===== config.mk =====
export PLATFORM = sky130hd
export DESIGN_NAME = gf2e_matrix_ple_decomposition_flat
export DESIGN_NICKNAME = d
export VERILOG_FILES = /design/src/rtl/gfple_pkg.sv /design/src/rtl/gfple_if.sv /design/src/rtl/gf2e_matrix_ple_decomposition.sv /design/src/flat_wrapper.sv
export SDC_FILE = /design/constraint.sdc
export NUM_CORES = 2
export LEC_CHECK = 0
export BUFFER_PORTS_ARGS = -buffer_cell sky130_fd_sc_hd__buf_2
export CAP_MARGIN = 20
export CORE_UTILIZATION = 25
export DETAILED_ROUTE_END_ITERATION = 6
export MAX_ROUTING_LAYER = met4
export PLACE_DENSITY = 0.35
export RECOVER_POWER = 100
export SLEW_MARGIN = 20
export SYNTH_ARGS = -nofsm -noshare
export SYNTH_HDL_FRONTEND = slang
export SYNTH_SLANG_ARGS = --single-unit

===== constraint.sdc =====
create_clock -name clk_i -period 25.1 [get_ports clk_i]
set_input_delay 5.02 -clock clk_i [delete_from_list [all_inputs] [get_ports clk_i]]
set_output_delay 5.02 -clock clk_i [all_outputs]
set_load 0.005 [all_outputs]

===== src/rtl/gfple_pkg.sv =====
// ----------------------------------------------------------------------------
// gfple_pkg
// Shared constants, types and GF(2^e) arithmetic for the PLE decomposition.
// ----------------------------------------------------------------------------
package gfple_pkg;

  localparam int MAX_ROWS    = 16;
  localparam int MAX_COLUMNS = 16;
  localparam int MAX_DEGREE  = 8;

  localparam int ROW_W   = $clog2(MAX_ROWS);
  localparam int COL_W   = $clog2(MAX_COLUMNS);
  localparam int ADDR_W  = ROW_W + COL_W;
  localparam int DEPTH   = MAX_ROWS * MAX_COLUMNS;
  localparam int ELEM_W  = 8;
  localparam int CNT_W   = 5;
  localparam int DEG_W   = 4;
  localparam int POLY_W  = 9;
  localparam int PADDR_W = 4;
  localparam int PDATA_W = 32;

  typedef enum logic [1:0] {
    OP_WRITE = 2'd0,
    OP_RUN   = 2'd1,
    OP_READ  = 2'd2,
    OP_PERM  = 2'd3
  } op_e;

  typedef enum logic [1:0] {
    REG_DEGREE = 2'd0,
    REG_POLY   = 2'd1,
    REG_ROWS   = 2'd2,
    REG_COLS   = 2'd3
  } reg_e;

  // Shift-and-add multiply, MSB first, reduced each step by x^e + poly.
  function automatic logic [ELEM_W-1:0] gf_mul(logic [ELEM_W-1:0] a,
                                               logic [ELEM_W-1:0] b,
                                               logic [DEG_W-1:0]  e,
                                               logic [POLY_W-1:0] poly);
    logic [ELEM_W-1:0] mask;
    logic [ELEM_W-1:0] am;
    logic [ELEM_W-1:0] bm;
    logic [POLY_W-1:0] red;
    logic [POLY_W-1:0] acc;
    mask = ELEM_W'((POLY_W'(1) << e) - POLY_W'(1));
    red  = (poly & {1'b0, mask}) | (POLY_W'(1) << e);
    am   = a & mask;
    bm   = b & mask;
    acc  = '0;
    for (int k = ELEM_W; k > 0; k--) begin
      if (k <= int'(e)) begin
        acc = {acc[POLY_W-2:0], 1'b0};
        if (acc[e]) acc = acc ^ red;
        if (bm[k-1]) acc = acc ^ {1'b0, am};
      end
    end
    return acc[ELEM_W-1:0] & mask;
  endfunction

endpackage


===== src/rtl/gfple_if.sv =====
// ----------------------------------------------------------------------------
// gfple_req_if / gfple_rsp_if
// Valid/ready channels for commands and responses of the PLE block.
// ----------------------------------------------------------------------------
interface gfple_req_if;
  logic       valid;
  logic       ready;
  logic [1:0] opcode;
  logic [3:0] row_index;
  logic [3:0] column_index;
  logic [7:0] element_value;

  modport source (output valid, opcode, row_index, column_index, element_value,
                  input ready);
  modport sink (input valid, opcode, row_index, column_index, element_value,
                output ready);
endinterface

interface gfple_rsp_if;
  logic       valid;
  logic       ready;
  logic [7:0] element_read;
  logic [3:0] pivot_row;
  logic [3:0] pivot_column;
  logic [4:0] rank;

  modport source (output valid, element_read, pivot_row, pivot_column, rank,
                  input ready);
  modport sink (input valid, element_read, pivot_row, pivot_column, rank,
                output ready);
endinterface


===== src/rtl/gf2e_matrix_ple_decomposition.sv =====
// Timing: a write or permutation read answers in the cycle after acceptance; an
//   element read passes the RAM read register, then ST_RD_WAIT; a run searches,
//   swaps, inverts by linear search, scales and eliminates elements on the one RAM.
// Throughput: one transaction at a time; next accepted once the result drains.
// Reset: asynchronous, active low; matrix reads as zero through per-entry
//   valid bits, permutations and rank clear, registers take 8, 285, 16, 16.
// ----------------------------------------------------------------------------
// gf2e_matrix_ple_decomposition
// Matrix store over GF(2^e) with element access and in-place PLE decomposition.
// ----------------------------------------------------------------------------
module gf2e_matrix_ple_decomposition (
  input  logic                             clk_i,
  input  logic                             rst_ni,
  gfple_req_if.sink                        req_i,
  gfple_rsp_if.source                      rsp_o,
  input  logic                             psel,
  input  logic                             penable,
  input  logic                             pwrite,
  input  logic [gfple_pkg::PADDR_W-1:0]    paddr,
  input  logic [gfple_pkg::PDATA_W-1:0]    pwdata,
  output logic [gfple_pkg::PDATA_W-1:0]    prdata,
  output logic                             pready
);

  localparam int ROW_W  = gfple_pkg::ROW_W;
  localparam int COL_W  = gfple_pkg::COL_W;
  localparam int ADDR_W = gfple_pkg::ADDR_W;
  localparam int ELEM_W = gfple_pkg::ELEM_W;
  localparam int CNT_W  = gfple_pkg::CNT_W;
  localparam int DEG_W  = gfple_pkg::DEG_W;
  localparam int POLY_W = gfple_pkg::POLY_W;

  typedef enum logic [4:0] {
    ST_IDLE, ST_RD_WAIT, ST_LOOP, ST_SRCH_RD, ST_SRCH_CHK,
    ST_SW_RA, ST_SW_RB, ST_SW_W1, ST_SW_W2, ST_INV,
    ST_SC_RD, ST_SC_WR, ST_EL_LOOP, ST_EL_T, ST_EL_C, ST_EL_RB, ST_EL_WR,
    ST_CS_START, ST_DONE
  } state_e;

  // configuration registers
  logic [DEG_W-1:0]  degree_q;
  logic [POLY_W-1:0] poly_q;
  logic [CNT_W-1:0]  rows_q;
  logic [CNT_W-1:0]  cols_q;

  logic cfg_we;
  assign cfg_we = psel && penable && pwrite;
  assign pready = 1'b1;

  always_ff @(posedge clk_i or negedge rst_ni) begin
    if (!rst_ni) begin
      degree_q <= DEG_W'(8);
      poly_q   <= POLY_W'(285);
      rows_q   <= CNT_W'(16);
      cols_q   <= CNT_W'(16);
    end else if (cfg_we) begin
      unique case (gfple_pkg::reg_e'(paddr[3:2]))
        gfple_pkg::REG_DEGREE: degree_q <= pwdata[DEG_W-1:0];
        gfple_pkg::REG_POLY:   poly_q   <= pwdata[POLY_W-1:0];
        gfple_pkg::REG_ROWS:   rows_q   <= pwdata[CNT_W-1:0];
        gfple_pkg::REG_COLS:   cols_q   <= pwdata[CNT_W-1:0];
        default: ;
      endcase
    end
  end

  always_comb begin
    unique case (gfple_pkg::reg_e'(paddr[3:2]))
      gfple_pkg::REG_DEGREE: prdata = gfple_pkg::PDATA_W'(degree_q);
      gfple_pkg::REG_POLY:   prdata = gfple_pkg::PDATA_W'(poly_q);
      gfple_pkg::REG_ROWS:   prdata = gfple_pkg::PDATA_W'(rows_q);
      gfple_pkg::REG_COLS:   prdata = gfple_pkg::PDATA_W'(cols_q);
      default:               prdata = '0;
    endcase
  end

  // effective field and matrix size
  logic [DEG_W-1:0]  deg_e;
  logic [ELEM_W-1:0] mask;
  logic [CNT_W-1:0]  rcnt;
  logic [CNT_W-1:0]  ccnt;

  assign deg_e = (degree_q == '0) ? DEG_W'(1) :
                 (degree_q > DEG_W'(gfple_pkg::MAX_DEGREE)) ?
                 DEG_W'(gfple_pkg::MAX_DEGREE) : degree_q;
  assign mask  = ELEM_W'((POLY_W'(1) << deg_e) - POLY_W'(1));
  assign rcnt  = (rows_q > CNT_W'(gfple_pkg::MAX_ROWS)) ?
                 CNT_W'(gfple_pkg::MAX_ROWS) : rows_q;
  assign ccnt  = (cols_q > CNT_W'(gfple_pkg::MAX_COLUMNS)) ?
                 CNT_W'(gfple_pkg::MAX_COLUMNS) : cols_q;

  // sequencer registers
  state_e             state_q;
  logic [CNT_W-1:0]   rp_q, cp_q, i_q, j_q, c_q, l_q;
  logic [ELEM_W-1:0]  piv_q, s_q, t_q, x_q, a_q;
  logic               col_mode_q;
  logic [CNT_W-1:0]   rank_q;
  logic [ROW_W-1:0]   perm_r_q [gfple_pkg::MAX_ROWS];
  logic [COL_W-1:0]   perm_c_q [gfple_pkg::MAX_ROWS];

  logic               out_vld_q;
  logic [ELEM_W-1:0]  out_elem_q;
  logic [ROW_W-1:0]   out_pr_q;
  logic [COL_W-1:0]   out_pc_q;
  logic [CNT_W-1:0]   out_rank_q;

  // matrix RAM with per-entry valid bits
  logic [ELEM_W-1:0]  mem [gfple_pkg::DEPTH];
  logic [gfple_pkg::DEPTH-1:0] vld_q;
  logic [ELEM_W-1:0]  rdat_q;
  logic               rvld_q;
  logic [ELEM_W-1:0]  rd;
  logic               we;
  logic [ADDR_W-1:0]  wa, ra;
  logic [ELEM_W-1:0]  wd;

  assign rd = rvld_q ? rdat_q : '0;

  always_ff @(posedge clk_i) begin
    if (we) mem[wa] <= wd;
    rdat_q <= mem[ra];
  end

  always_ff @(posedge clk_i or negedge rst_ni) begin
    if (!rst_ni) begin
      vld_q  <= '0;
      rvld_q <= 1'b0;
    end else begin
      if (we) vld_q[wa] <= 1'b1;
      rvld_q <= vld_q[ra];
    end
  end

  logic acc_in;
  assign req_i.ready = (state_q == ST_IDLE) && (!out_vld_q || rsp_o.ready);
  assign acc_in      = req_i.valid && req_i.ready;

  // swap endpoints: row swap (pivot row vs found row) or column swap
  logic [ADDR_W-1:0] sw_a, sw_b;
  assign sw_a = col_mode_q ? {l_q[ROW_W-1:0], c_q[COL_W-1:0]}
                           : {rp_q[ROW_W-1:0], c_q[COL_W-1:0]};
  assign sw_b = col_mode_q ? {l_q[ROW_W-1:0], perm_c_q[c_q[ROW_W-1:0]]}
                           : {i_q[ROW_W-1:0], c_q[COL_W-1:0]};

  logic [ELEM_W-1:0] mul_a, mul_b, prod;
  assign prod = gfple_pkg::gf_mul(mul_a, mul_b, deg_e, poly_q);

  always_comb begin
    we    = 1'b0;
    wa    = '0;
    wd    = '0;
    ra    = '0;
    mul_a = piv_q;
    mul_b = x_q;
    unique case (state_q)
      ST_IDLE: begin
        ra = {req_i.row_index, req_i.column_index};
        wa = {req_i.row_index, req_i.column_index};
        wd = req_i.element_value & mask;
        we = acc_in && (gfple_pkg::op_e'(req_i.opcode) == gfple_pkg::OP_WRITE);
      end
      ST_SRCH_RD: ra = {i_q[ROW_W-1:0], j_q[COL_W-1:0]};
      ST_SW_RA:   ra = sw_a;
      ST_SW_RB:   ra = sw_b;
      ST_SW_W1: begin
        we = 1'b1;
        wa = sw_a;
        wd = rd;
      end
      ST_SW_W2: begin
        we = 1'b1;
        wa = sw_b;
        wd = a_q;
      end
      ST_SC_RD: ra = {rp_q[ROW_W-1:0], c_q[COL_W-1:0]};
      ST_SC_WR: begin
        mul_a = rd;
        mul_b = s_q;
        we    = 1'b1;
        wa    = {rp_q[ROW_W-1:0], c_q[COL_W-1:0]};
        wd    = prod;
      end
      ST_EL_LOOP: ra = {l_q[ROW_W-1:0], j_q[COL_W-1:0]};
      ST_EL_C:    ra = {l_q[ROW_W-1:0], c_q[COL_W-1:0]};
      ST_EL_RB:   ra = {rp_q[ROW_W-1:0], c_q[COL_W-1:0]};
      ST_EL_WR: begin
        mul_a = t_q;
        mul_b = rd;
        we    = 1'b1;
        wa    = {l_q[ROW_W-1:0], c_q[COL_W-1:0]};
        wd    = a_q ^ prod;
      end
      default: ;
    endcase
  end

  always_ff @(posedge clk_i or negedge rst_ni) begin
    if (!rst_ni) begin
      state_q    <= ST_IDLE;
      rp_q       <= '0;
      cp_q       <= '0;
      i_q        <= '0;
      j_q        <= '0;
      c_q        <= '0;
      l_q        <= '0;
      piv_q      <= '0;
      s_q        <= '0;
      t_q        <= '0;
      x_q        <= '0;
      a_q        <= '0;
      col_mode_q <= 1'b0;
      rank_q     <= '0;
      out_vld_q  <= 1'b0;
      out_elem_q <= '0;
      out_pr_q   <= '0;
      out_pc_q   <= '0;
      out_rank_q <= '0;
      for (int k = 0; k < gfple_pkg::MAX_ROWS; k++) begin
        perm_r_q[k] <= '0;
        perm_c_q[k] <= '0;
      end
    end else begin
      unique case (state_q)
        ST_IDLE: begin
          if (acc_in) begin
            out_elem_q <= '0;
            out_pr_q   <= '0;
            out_pc_q   <= '0;
            out_rank_q <= rank_q;
            unique case (gfple_pkg::op_e'(req_i.opcode))
              gfple_pkg::OP_WRITE: out_vld_q <= 1'b1;
              gfple_pkg::OP_READ: begin
                out_vld_q <= 1'b0;
                state_q   <= ST_RD_WAIT;
              end
              gfple_pkg::OP_PERM: begin
                out_pr_q  <= perm_r_q[req_i.row_index];
                out_pc_q  <= perm_c_q[req_i.row_index];
                out_vld_q <= 1'b1;
              end
              gfple_pkg::OP_RUN: begin
                out_vld_q <= 1'b0;
                rp_q      <= '0;
                cp_q      <= '0;
                state_q   <= ST_LOOP;
              end
              default: ;
            endcase
          end else if (rsp_o.ready) begin
            out_vld_q <= 1'b0;
          end
        end
        ST_RD_WAIT: begin
          out_elem_q <= rd & mask;
          out_vld_q  <= 1'b1;
          state_q    <= ST_IDLE;
        end
        ST_LOOP: begin
          if (rp_q < rcnt && cp_q < ccnt) begin
            j_q     <= cp_q;
            i_q     <= rp_q;
            state_q <= ST_SRCH_RD;
          end else begin
            state_q <= ST_CS_START;
          end
        end
        ST_SRCH_RD: state_q <= ST_SRCH_CHK;
        ST_SRCH_CHK: begin
          priority if ((rd & mask) != '0) begin
            perm_r_q[rp_q[ROW_W-1:0]] <= i_q[ROW_W-1:0];
            perm_c_q[rp_q[ROW_W-1:0]] <= j_q[COL_W-1:0];
            piv_q      <= rd & mask;
            c_q        <= '0;
            col_mode_q <= 1'b0;
            state_q    <= ST_SW_RA;
          end else if (i_q + CNT_W'(1) < rcnt) begin
            i_q     <= i_q + CNT_W'(1);
            state_q <= ST_SRCH_RD;
          end else if (j_q + CNT_W'(1) < ccnt) begin
            j_q     <= j_q + CNT_W'(1);
            i_q     <= rp_q;
            state_q <= ST_SRCH_RD;
          end else begin
            state_q <= ST_CS_START;
          end
        end
        ST_SW_RA: state_q <= ST_SW_RB;
        ST_SW_RB: begin
          a_q     <= rd;
          state_q <= ST_SW_W1;
        end
        ST_SW_W1: state_q <= ST_SW_W2;
        ST_SW_W2: begin
          if (!col_mode_q) begin
            if (c_q == CNT_W'(gfple_pkg::MAX_COLUMNS - 1)) begin
              x_q     <= ELEM_W'(1);
              state_q <= ST_INV;
            end else begin
              c_q     <= c_q + CNT_W'(1);
              state_q <= ST_SW_RA;
            end
          end else begin
            priority if (l_q + CNT_W'(1) < rcnt) begin
              l_q     <= l_q + CNT_W'(1);
              state_q <= ST_SW_RA;
            end else if (c_q + CNT_W'(1) < rp_q) begin
              c_q     <= c_q + CNT_W'(1);
              l_q     <= c_q + CNT_W'(1);
              state_q <= ST_SW_RA;
            end else begin
              state_q <= ST_DONE;
            end
          end
        end
        ST_INV: begin
          // linear search for the inverse; zero when none exists
          priority if (prod == ELEM_W'(1)) begin
            s_q     <= x_q;
            c_q     <= j_q + CNT_W'(1);
            state_q <= ST_SC_RD;
          end else if (x_q == mask) begin
            s_q     <= '0;
            c_q     <= j_q + CNT_W'(1);
            state_q <= ST_SC_RD;
          end else begin
            x_q <= x_q + ELEM_W'(1);
          end
        end
        ST_SC_RD: begin
          if (c_q < ccnt) begin
            state_q <= ST_SC_WR;
          end else begin
            l_q     <= rp_q + CNT_W'(1);
            state_q <= ST_EL_LOOP;
          end
        end
        ST_SC_WR: begin
          c_q     <= c_q + CNT_W'(1);
          state_q <= ST_SC_RD;
        end
        ST_EL_LOOP: begin
          if (l_q < rcnt) begin
            state_q <= ST_EL_T;
          end else begin
            rp_q    <= rp_q + CNT_W'(1);
            cp_q    <= j_q + CNT_W'(1);
            state_q <= ST_LOOP;
          end
        end
        ST_EL_T: begin
          if ((rd & mask) == '0) begin
            l_q     <= l_q + CNT_W'(1);
            state_q <= ST_EL_LOOP;
          end else begin
            t_q     <= rd & mask;
            c_q     <= j_q + CNT_W'(1);
            state_q <= ST_EL_C;
          end
        end
        ST_EL_C: begin
          if (c_q < ccnt) begin
            state_q <= ST_EL_RB;
          end else begin
            l_q     <= l_q + CNT_W'(1);
            state_q <= ST_EL_LOOP;
          end
        end
        ST_EL_RB: begin
          a_q     <= rd & mask;
          state_q <= ST_EL_WR;
        end
        ST_EL_WR: begin
          c_q     <= c_q + CNT_W'(1);
          state_q <= ST_EL_C;
        end
        ST_CS_START: begin
          if (rp_q == '0) begin
            state_q <= ST_DONE;
          end else begin
            c_q        <= '0;
            l_q        <= '0;
            col_mode_q <= 1'b1;
            state_q    <= ST_SW_RA;
          end
        end
        ST_DONE: begin
          rank_q     <= rp_q;
          out_rank_q <= rp_q;
          out_vld_q  <= 1'b1;
          state_q    <= ST_IDLE;
        end
        default: state_q <= ST_IDLE;
      endcase
    end
  end

  assign rsp_o.valid        = out_vld_q;
  assign rsp_o.element_read = out_elem_q;
  assign rsp_o.pivot_row    = out_pr_q;
  assign rsp_o.pivot_column = out_pc_q;
  assign rsp_o.rank         = out_rank_q;

`ifndef SYNTHESIS
  a_rank_range: assert property (@(posedge clk_i) disable iff (!rst_ni)
    rank_q <= CNT_W'(gfple_pkg::MAX_ROWS))
    else $error("rank exceeds row limit");

  a_run_leaves_idle: assert property (@(posedge clk_i) disable iff (!rst_ni)
    (acc_in && req_i.opcode == gfple_pkg::OP_RUN) |=> state_q == ST_LOOP)
    else $error("run command did not start sequencer");

  a_search_bounds: assert property (@(posedge clk_i) disable iff (!rst_ni)
    state_q == ST_SRCH_CHK |-> (i_q < rcnt && j_q < ccnt))
    else $error("pivot search out of bounds");

  a_no_accept_busy: assert property (@(posedge clk_i) disable iff (!rst_ni)
    acc_in |-> state_q == ST_IDLE)
    else $error("transaction accepted while busy");
`endif

endmodule

===== src/flat_wrapper.sv =====
// flat-port wrapper written by rule: the top's interface ports become plain ports
module gf2e_matrix_ple_decomposition_flat 
  (clk_i, rst_ni, psel, penable, pwrite, paddr, pwdata, prdata, pready, req_i_valid, req_i_opcode, req_i_row_index, req_i_column_index, req_i_element_value, req_i_ready, rsp_o_valid, rsp_o_element_read, rsp_o_pivot_row, rsp_o_pivot_column, rsp_o_rank, rsp_o_ready);
  gfple_req_if req_i_i ();
  gfple_rsp_if rsp_o_i ();
  input  logic clk_i;
  input  logic rst_ni;
  input  logic psel;
  input  logic penable;
  input  logic pwrite;
  input  logic [gfple_pkg::PADDR_W-1:0] paddr;
  input  logic [gfple_pkg::PDATA_W-1:0] pwdata;
  output logic [gfple_pkg::PDATA_W-1:0] prdata;
  output logic pready;
  input wire logic [$bits(req_i_i.valid)-1:0] req_i_valid;
  input wire logic [$bits(req_i_i.opcode)-1:0] req_i_opcode;
  input wire logic [$bits(req_i_i.row_index)-1:0] req_i_row_index;
  input wire logic [$bits(req_i_i.column_index)-1:0] req_i_column_index;
  input wire logic [$bits(req_i_i.element_value)-1:0] req_i_element_value;
  output wire logic [$bits(req_i_i.ready)-1:0] req_i_ready;
  output wire logic [$bits(rsp_o_i.valid)-1:0] rsp_o_valid;
  output wire logic [$bits(rsp_o_i.element_read)-1:0] rsp_o_element_read;
  output wire logic [$bits(rsp_o_i.pivot_row)-1:0] rsp_o_pivot_row;
  output wire logic [$bits(rsp_o_i.pivot_column)-1:0] rsp_o_pivot_column;
  output wire logic [$bits(rsp_o_i.rank)-1:0] rsp_o_rank;
  input wire logic [$bits(rsp_o_i.ready)-1:0] rsp_o_ready;
  assign req_i_i.valid = req_i_valid;
  assign req_i_i.opcode = req_i_opcode;
  assign req_i_i.row_index = req_i_row_index;
  assign req_i_i.column_index = req_i_column_index;
  assign req_i_i.element_value = req_i_element_value;
  assign req_i_ready = req_i_i.ready;
  assign rsp_o_valid = rsp_o_i.valid;
  assign rsp_o_element_read = rsp_o_i.element_read;
  assign rsp_o_pivot_row = rsp_o_i.pivot_row;
  assign rsp_o_pivot_column = rsp_o_i.pivot_column;
  assign rsp_o_rank = rsp_o_i.rank;
  assign rsp_o_i.ready = rsp_o_ready;
  gf2e_matrix_ple_decomposition u_core (.clk_i(clk_i), .rst_ni(rst_ni), .req_i(req_i_i), .rsp_o(rsp_o_i), .psel(psel), .penable(penable), .pwrite(pwrite), .paddr(paddr), .pwdata(pwdata), .prdata(prdata), .pready(pready));
endmodule

==> results.md <==
| Metric | Value | Unit |
|:---|:---|:---|
| Outcome | finished with violations | - |
| Violated checks | capacitance limit, slew limit | - |
| Clock transition at the registers of the reported paths | 50 | ps |
| Crit-path max FO | 80 | - |
| Number of cells after detailed placement | 12.1k | - |
| Final hold violation count | 0 | - |
| Cell internal pwr | 9540 | uW |
| WL final | 348000 | um |
| Met1 usage | 22.6 | % |
| Starting density of the core | 25.2 | % |
| Ports | 117 | - |
| Unique masters post-synth | 117 | - |
| Core region area | 432000 | um2 |
| Number of cells produced by synthesis | 6568 | - |
| Final core area utilization | 29.2 | % |
| Count of buffers added by post-CTS timing repair for setup | 0 | - |
| Commonest non-fill, non-tap cell in the layout | edfxtp_1 | - |
| Net Switching | 5400 | uW |
| Unrepaired setup endpoints after global routing | false | - |
| # DRC | 0 | - |
| Global-route track usage on met3 | 2.22 | % |
| Final standard cell count with taps included and fillers excluded | 12.7k | - |
| Endpoint type of the worst setup path | flip-flop | - |
| Maximum capacitance violations | 31 | - |
| Share of power burned in the clock network | 30.6 | % |
| Layout filler cell count | 43.0k | - |
| CP Data Arrival Time | 17830 | ps |
| Cell Area, Placed | 116000 | um2 |
| Skew-Pair Late Insertion Delay | 920 | ps |
| Top library cells by usage in the layout, fill and taps aside | edfxtp_1, mux4_2, nand2_1, dfrtp_1, nor2_1 | - |
| Sequential-to-total area share from yosys stat | 68.5 | % |
| Multi-input combinational cell area | 32500 | um2 |
| Least setup slack across all paths after layout | 7580 | ps |
| Average size of a mapped cell | 16.5 | um2 |
| CTS-repair resized insts | 0 | - |
| Min-Delay Path Class | flip-flop to flip-flop | - |
| Number of clock buffers inserted by TritonCTS | 310 | - |
| Time the worst path needs with I/O delays and setup | 17520 | ps |
| Static Leakage | 0.0429 | uW |
| Routing usage on met2 | 24.8 | % |
| Total Negative Setup Slacks | 0 | ps |
| Port buffer count | 67 | - |
| Most utilized layer in the global route result | met2 | - |
| TritonCTS clock tree | done | - |
| Total track usage | 16.1 | % |
| Path type of the worst setup path | flip-flop to flip-flop | - |
| DRT iter0 DRCs | 5104 | - |
| Critical Path Source Type | flip-flop | - |
| GP Congestion | 0.799 | - |
| Pin count of the biggest net entering global routing | 174 | - |
| Final cell area excluding filler cells | 126000 | um2 |
| Placed wire-length estimate after detailed placement | 206000 | um |
| Routed wire length per instance | 27.5 | um |
| Global-route wire length before repair | 494000 | um |
| CTS root buf | clkbuf_16 | - |
| Pwr dens | 118 | nW/um2 |
| Clock sink count | 2567 | - |
| Vias per std cell | 4.77 | - |
| Period utilization | 69.8 | % |
| Number of global-route vias before repair | 62.4k | - |
| Antenna violations before repair | 19 | - |
| Relative slew slack | -343 | % |
| Reg-to-reg setup timing slack | 7580 | ps |
| Area of all sequential standard cells | 74500 | um2 |
| Placement row count | 241 | - |
| Width of the chip | 661 | um |
| Layout net count | 6802 | - |
| Hold Buf Count CTS | 0 | - |
| Flip-flop cell with the highest count after synthesis | edfxtp_1 | - |
| Count of flip-flops with a built-in enable after synthesis | 2048 | - |
| Worst slack at placement | 12930 | ps |
| Fraction of power consumed by sequential logic | 35.5 | % |
| Net Sw Frac | 36.1 | % |
| Layout Skew | 43.3 | ps |
| Number of max-slew violations in the final report | 1441 | - |
| Slew at the pin closest to its max-slew limit | 6640 | ps |
| Max frequency | 0.0571 | GHz |
| Number of buffers on the longest clock path | 4 | - |
| Synth warn | 0 | - |
| Worst IR drop on VDD | 0.0000990 | V |
| Number of storage elements in the synthesis netlist | 2567 | - |
| Total iterations of the first detailed-routing run | 6 | - |
| Die area | 437000 | um2 |
| Layout-stage area growth over the synthesis result | 16.0 | % |
| Number of vias in the routed layout | 60.5k | - |
| Sum of overflow across all layers after global routing | 0 | - |
| Antenna violation net count after detailed routing | 0 | - |
| Mapped Area | 109000 | um2 |
| Die Span Y | 661 | um |
| Final setup violation count | 0 | - |
| H-tree lvl count | 5 | - |
| Async SR Flop Fraction | 19.9 | % |
| Share of final-layout standard cells stronger than drive strength 1 | 25.5 | % |
| Critical path required time | 25400 | ps |
| Part of the power in combinational logic | 33.9 | % |
## flip-flops by register name, indices dropped and copies added, names as in the netlist, 5 cells and up
signal / cells
u_core.mem: 2048
u_core.vld_q: 256
u_core.perm_c_q: 64
u_core.perm_r_q: 64
u_core.poly_q: 9
u_core.a_q: 8
u_core.piv_q: 8
u_core.rdat_q: 8
u_core.rsp_o.element_read: 8
u_core.s_q: 8
u_core.t_q: 8
u_core.x_q: 8
u_core.c_q: 5
u_core.cols_q: 5
u_core.cp_q: 5
u_core.i_q: 5
u_core.j_q: 5
u_core.l_q: 5
u_core.rank_q: 5
u_core.rows_q: 5
u_core.rp_q: 5
u_core.rsp_o.rank: 5
u_core.state_q: 5
## through the flow
stage               power, uW  hold slack, ps
global placement        10500             444
CTS                     15200             460
finish                  14900             457
floorplan                8510             434
detailed placement      10600             447
global route            15600             466
## synthesized netlist by cell type (all sizes together) (13+ instances only)
library cell  instances  area, um2
nand3                85        425
nor2b                25        156
nand4                23        150
a311oi               77        681
inv                  36        135
a22o                 16        140
o21ai               132        664
clkbuf              286       1070
nor3                 39        231
edfxtp             2048      61500
o221ai               15        150
buf                 142        668
o31ai                20        160
or2                 263       1650
xnor2                48        428
mux4                629      14200
nor4                 13       87.6
ha                   46        576
nand2               573       2150
a31oi                98        644
and3                 17        116
nor2                385       1450
nand2b               20        125
mux2                181       2060
and2                172       1080
mux2i                45        450
a211oi              199       1530
a21oi               172        876
dfrtp               503      12600
xor2                 39        349
or3                  21        136
## metal layers
| layer | up-vias | wire [um] |
|---|---|---|
| met2 | 1447 | 162000 |
| met5 | - | 0 |
| li1 | 26100 | - |
| met1 | 32500 | 164000 |
| met3 | 411 | 15800 |
| met4 | 0 | 6780 |
## cell type report
| cell class | instances | area share (%) |
|---|---|---|
| clock buffers | 453 | 7.10 |
| repair buffers | 220 | 1.17 |
| diodes | 8 | 0.0159 |
| clock inverters | 121 | 1.09 |
| flip-flops and latches | 2567 | 59.0 |
| inverters | 39 | 0.116 |
| multi-input cells | 3557 | 25.8 |
| well taps | 5710 | 5.67 |
## cells by family (layout without fill, tap and decap cells)
kind of cell | count (synthesis) | after routing | synth area share, %
compound gates | 874 | 874 | 5.70
xor+xnor | 92 | 92 | 0.820
buf+inv | 467 | 833 | 1.74
flops | 2567 | 2567 | 68.5
fa+ha+maj | 46 | 46 | 0.530
mux | 855 | 855 | 15.3
other cells | 2 | 33 | 0.00691
simple gates | 1665 | 1665 | 7.37
## worst paths after layout
path | endpoint | depth (start not counted) | startpoint
max in group asynchronous | u_core.vld_q[111]$_DFFE_PN0P_ | 5 | rst_ni
max | u_core.mem[10][6]$_DFFE_PP_ | 25 | u_core.degree_q[3]$_DFFE_PN1P_
min reg2reg | u_core.vld_q[235]$_DFFE_PN0P_ | 1 | u_core.vld_q[235]$_DFFE_PN0P_
min in group asynchronous | u_core.perm_r_q[26]$_DFFE_PN0P_ | 1 | rst_ni
min | u_core.vld_q[235]$_DFFE_PN0P_ | 1 | u_core.vld_q[235]$_DFFE_PN0P_
max reg2reg | u_core.mem[10][6]$_DFFE_PP_ | 25 | u_core.degree_q[3]$_DFFE_PN1P_
## critical path, cell delays in order, from the launching register on
cell and delay [ps]:
dfstp_2 510, clkbuf_1 2110, clkinv_1 1660, nor2_1 850, a211oi_1 180, or3_1 450, a211oi_1 790, nor2_1 180
a31oi_1 270, o211a_1 290, nand3_1 370, nor2_1 370, a21o_1 210, nand2_1 60, o31ai_1 520, mux2i_1 320
or4b_1 510, a311oi_1 590, o311ai_0 350, mux2i_1 220, clkbuf_1 370, xor2_1 190, o221ai_4 200, clkbuf_1 2140
buf_4 1030, clkbuf_1 1970
## power groups by stage
| stage | logic [uW] | clock network [uW] | registers [uW] |
|---|---|---|---|
| after floorplan | 3040 | 0 | 5470 |
| after global placement | 5190 | 0 | 5360 |
| after detailed placement | 5210 | 0 | 5360 |
| after CTS | 5220 | 4710 | 5280 |
| after global routing | 5440 | 4860 | 5320 |
| final | 5070 | 4570 | 5300 |
Power figures use the tool's default switching activity.
